[src/sv/assert_macros.svh]
// assertion macros shared by the turtle rtl
// no dependencies
`ifndef ASSERT_MACROS_SVH
`define ASSERT_MACROS_SVH
`define ASSERT_IMPLIES(lbl, a, b) \
  lbl: assert property (@(posedge clk) disable iff (!rst_n) (a) |-> (b)) \
    else $error("assertion failed");
`define ASSERT_NEXT(lbl, a, b) \
  lbl: assert property (@(posedge clk) disable iff (!rst_n) (a) |=> (b)) \
    else $error("assertion failed");
`endif

[src/sv/lst3d_pkg.sv]
// types and constants for the 3d turtle core
// no dependencies
`timescale 1ns / 1ps
package lst3d_pkg;
  // fraction bits of the q2.14 frame and q18.14 positions
  localparam int FRAC_BITS = 14;

  localparam logic [7:0] SYM_PLUS  = 8'h2B;
  localparam logic [7:0] SYM_MINUS = 8'h2D;
  localparam logic [7:0] SYM_CARET = 8'h5E;
  localparam logic [7:0] SYM_AMP   = 8'h26;
  localparam logic [7:0] SYM_SLASH = 8'h2F;
  localparam logic [7:0] SYM_BSL   = 8'h5C;
  localparam logic [7:0] SYM_BAR   = 8'h7C;
  localparam logic [7:0] SYM_PUSH  = 8'h28;
  localparam logic [7:0] SYM_POP   = 8'h29;

  localparam logic [1:0] ST_SEG   = 2'd0;
  localparam logic [1:0] ST_UNDER = 2'd1;
  localparam logic [1:0] ST_OVER  = 2'd2;

  localparam logic CFG_COS = 1'b0;
  localparam logic CFG_SIN = 1'b1;

  typedef logic signed [15:0] vcomp_t;
  typedef logic signed [31:0] pcomp_t;

  typedef struct packed {
    pcomp_t [2:0] pos;
    vcomp_t [2:0] h;
    vcomp_t [2:0] l;
    vcomp_t [2:0] u;
  } frame_t;

  typedef struct packed {
    logic [1:0] status;
    pcomp_t [2:0] st;
    pcomp_t [2:0] en;
  } result_t;

  function automatic vcomp_t sat16n(input vcomp_t v);
    sat16n = (v == 16'sh8000) ? 16'sh7FFF : -v;
  endfunction
endpackage

[src/sv/lst3d_rot.sv]
// one pair rotation for a single vector component, rounded and saturated
// depends on lst3d_pkg
`timescale 1ns / 1ps
module lst3d_rot import lst3d_pkg::*; (
  input  vcomp_t a,
  input  vcomp_t b,
  input  vcomp_t c,
  input  vcomp_t s,
  input  logic   neg,
  output vcomp_t na,
  output vcomp_t nb
);
  logic signed [33:0] as_p, bs_p, ac_p, bc_p, sa, sb;

  function automatic vcomp_t rnd(input logic signed [33:0] v);
    logic signed [33:0] t;
    t = (v + (34'sd1 <<< (FRAC_BITS - 1))) >>> FRAC_BITS;
    if (t > 34'sd32767) rnd = 16'sh7FFF;
    else if (t < -34'sd32768) rnd = 16'sh8000;
    else rnd = t[15:0];
  endfunction

  always_comb begin
    ac_p = 34'(a) * 34'(c);
    bc_p = 34'(b) * 34'(c);
    as_p = 34'(a) * 34'(s);
    bs_p = 34'(b) * 34'(s);
    sa = neg ? -as_p : as_p;
    sb = neg ? -bs_p : bs_p;
    na = rnd(ac_p + sb);
    nb = rnd(bc_p - sa);
  end
endmodule

[config.mk]
export PLATFORM = sky130hd
export DESIGN_NAME = lst3d_rot
export DESIGN_NICKNAME = d
export VERILOG_FILES = /design/src/sv/assert_macros.svh /design/src/sv/lst3d_pkg.sv /design/src/sv/lst3d_rot.sv
export SDC_FILE = /design/constraint.sdc
export NUM_CORES = 2
export LEC_CHECK = 0
export BUFFER_PORTS_ARGS = -buffer_cell sky130_fd_sc_hd__buf_2
export CELL_PAD_IN_SITES_DETAIL_PLACEMENT = 1
export CELL_PAD_IN_SITES_GLOBAL_PLACEMENT = 1
export CORE_UTILIZATION = 53
export DETAILED_ROUTE_END_ITERATION = 7
export PLACE_DENSITY_LB_ADDON = 0.08
export SLEW_MARGIN = 15
export SYNTH_ARGS = -nofsm -noshare
export SYNTH_HDL_FRONTEND = slang
export SYNTH_SLANG_ARGS = --single-unit
[constraint.sdc]
create_clock -name vclk -period 26.8
set_clock_uncertainty 0.05 [all_clocks]
set_input_delay 5.36 -clock vclk [all_inputs]
set_output_delay 5.36 -clock vclk [all_outputs]
set_load 0.1 [all_outputs]
==> results.md <==
Layout:
- The final sequential cell count is 0.
- The proportion of layout cells with a drive suffix above 1 is slightly above 4%.
- Summing all flip-flop and latch instances after layout gives 0 um2.
- The layout overhead on the synthesized area is 2.722%.
- At the end of the flow, the number of nets in the layout was 6258.
- The count of clock buffers in the final design is 0.
- The number of non-filler instances in the completed layout is 5773.
- The final design utilization is between 50% and 60%.

Synthesis:
- Ranked by instance count, the synthesized netlist is headed by 1145 x sky130_fd_sc_hd__inv_1, 1132 x sky130_fd_sc_hd__fa_1, 620 x sky130_fd_sc_hd__nand2_1.
- The synthesized netlist cell count is 4800.
- Summing the areas of all fa, ha and maj instances in the mapped netlist gives between 60 and 70% of the synthesized area.
- The portion of synthesized area spent on multiplexers is less than 1%.
- The biggest area contributor in the post-synthesis netlist is sky130_fd_sc_hd__fa_1.
- The area share of the largest cell type after synthesis is 52.11%.
- The area share of and/or/nand/nor cells after synthesis is 15.58%.
- sky130_fd_sc_hd__inv_1 is the most common cell in the netlist.
- By area the synthesized netlist is led by sky130_fd_sc_hd__fa_1 52%, sky130_fd_sc_hd__ha_1 10%, sky130_fd_sc_hd__inv_1 9.9%.
- The average cell area after synthesis is ~9.1 um2.
- The compound-cell area share of the yosys netlist is 6.606%.
- During synthesis, Yosys emitted a total of 0 warnings.
- The sequential cell area fraction in the yosys report is 0%.
- The count of different cell masters after synthesis is 107.
- The combinational family with the most area after synthesis is adder cells.
- After synthesis the cells add up to 43490 um2.
- The xor/xnor share of the synthesized area is under 10%.
- The number of nets handed over by synthesis was 6344.

Drt:
- After detailed routing, the number of remaining DRC violations is 3.
- The violation count after the first detailed-routing iteration is between 1.5k and 2k.
- In this run the remaining antenna-violating nets after routing total 0.
- After detailed routing, the average wire length per cell comes to 20.16 um.
- The number of vias per cell is between 5 and 6.
- The number of iterations in the first detailed-routing pass is 7.
- After detailed routing, the total wire length is 116.4 mm.
- The total number of vias is 31.86k.

Die:
- The floorplan die area is approximately 83000 um2.
- The initial utilization of the core area, before any placement, comes to a little over half.
- Measured along the x axis, the die boundary spans around 290 um.
- The initialized floorplan defines 104 standard-cell rows.
- The area of the core is 80810 um2.
- The die is 288.5 um tall.
- The number of placed I/O pins is 97.

Setup path:
- The kind of capture point of the worst setup path is an output port.
- Of all nets on the critical path, the largest fanout is 32.
- The master of the slowest instance on the critical path is sky130_fd_sc_hd__a22oi_2.
- The type of the worst setup path is input port to output port.
- The data arrival time of the worst path is 19.45 ns.
- Counting both buffers and inverters, the worst setup path holds a total of 9.
- The largest single stage delay on the critical path is 0.78 ns.
- The most prevalent standard cell on the critical path is sky130_fd_sc_hd__fa_1.
- The startpoint class of the critical path is an input port.
- The data required time at the worst endpoint is 21.39 ns.
- On the critical path the largest part of the delay comes from adder cells.

STA:
- Dividing the final minimum period by the clock period gives 92.76%.
- The time the final worst path needs with I/O delays and setup is about 25 ns.
- The worst pin sits at a relative slew slack of between 15 and 20%.
- The total setup violations reported at the end of the flow is 0.
- The maximum frequency from static timing analysis is 40.23 MHz.
- Setup total negative slack on the finished layout was measured at 0 ns.
- The transition at the pin with the smallest max-transition slack is 1.257 ns.
- The max-slew violation count is 0.
- Setup repair after global routing left no endpoint under its margin.
- The tightest hold margin is 12.24 ns.
- The number of endpoints with negative hold slack in the final report is 0.

Placed design:
- In this run the tool buffered the top-level ports with 97 buffer cells.
- The cell count after placement is 5772.
- The wire-length estimate of the detail-placed layout is 93.75 mm.
- The final weighted congestion in routability-driven placement is 0.8469.

Clock tree:
- The count of cells resized by post-cts repair is 0.
- The count of hold buffers inserted by post-cts repair is 0.
- The setup fix buffers added after clock tree synthesis is 0.

Worst hold path:
- The type of the worst min-delay path is input port to output port.

Run:
- Across the run, the number of max-cap violations was 0.

Outcome:
- The run finished, with violations left.
- The checks that failed: DRC.

Global route:
- The first global-routing pass estimated 194.1 mm of wire.
- The aggregate global-route resource usage is 29.84%.
- The number of antenna violations at the first check in global routing is 4.
- The final global-route overflow total is 0.
- The via count of the first global-routing pass is 36.21k.
- Entering global routing, the biggest net connects 65 pins.
worst min-delay path, stage by stage:
cell and delay (ns):
sky130_fd_sc_hd__buf_2 0.10, sky130_fd_sc_hd__buf_4 0.35, sky130_fd_sc_hd__nand2_1 0.15, sky130_fd_sc_hd__o41a_1 0.26, sky130_fd_sc_hd__xnor2_2 0.29, sky130_fd_sc_hd__buf_2 0.39
kinds of logic (layout without fill, tap and decap cells):
logic type               after synthesis  count (layout)
AO/OA/AOI/OAI                        407             407
XOR/XNOR                             177             177
adder cells (fa/ha/maj)             1479            1479
buffers and inverters               1370            1282
multiplexers                           5               5
other                                  0               1
AND/OR/NAND/NOR                     1362            1362
cell usage in the layout, fill, tap and decap left out, drive strengths merged, types with 6 or more instances in the layout:
cell / count
a2111oi: 9
a211oi: 19
a21boi: 6
a21o: 55
a21oi: 88
a31oi: 10
and2: 437
and3: 16
and4: 6
buf: 136
fa: 1132
ha: 347
inv: 1145
nand2: 620
nand2b: 51
nand3: 27
nand3b: 6
nand4: 22
nor2: 84
nor2b: 11
nor3: 32
nor4: 6
o211ai: 19
o21a: 15
o21ai: 81
o21bai: 7
o22ai: 17
o311ai: 7
o31ai: 17
or2: 11
or3: 14
xnor2: 117
xor2: 60
path summary, 6_finish.rpt:
| check | startpoint | end | slack [ns] | cells past startpoint |
|---|---|---|---|---|
| hold / removal | neg | na[15] | 12.24 | 6 |
| setup / recovery | a[7] | nb[3] | 1.94 | 43 |
area by class of cell:
class              instances  area (um2)
diodes                     1       2.502
fillers                 9485       36130
inverters               1146        4302
multi-input cells       3430       38260
well taps               1060        1326
repair buffers           136       778.2
metrics by stage:
| stage | cell area (um2) | setup slack (ns) |
|---|---|---|
| 3_5_place_dp | 44670 | 2.107 |
| 3_3_place_gp | 44670 | 2.405 |
| 5_1_grt | 44670 | 1.430 |
| 4_1_cts | 44670 | 2.078 |
| 2_1_floorplan | 43490 | 3.746 |
| 6_report | 44670 | 1.940 |
layer usage:
layer / track usage (%) / vias to the layer above / routed length, um
met5: 0 / - / 17
met4: 7.791 / 4 / 3592
met3: 2.062 / 125 / 4941
met2: 49.78 / 681 / 56570
met1: 42.41 / 16980 / 51250
li1: - / 14070 / -
Power is not shown: default switching activity piles up to over one toggle a cycle in this logic, so the estimate is an artifact.
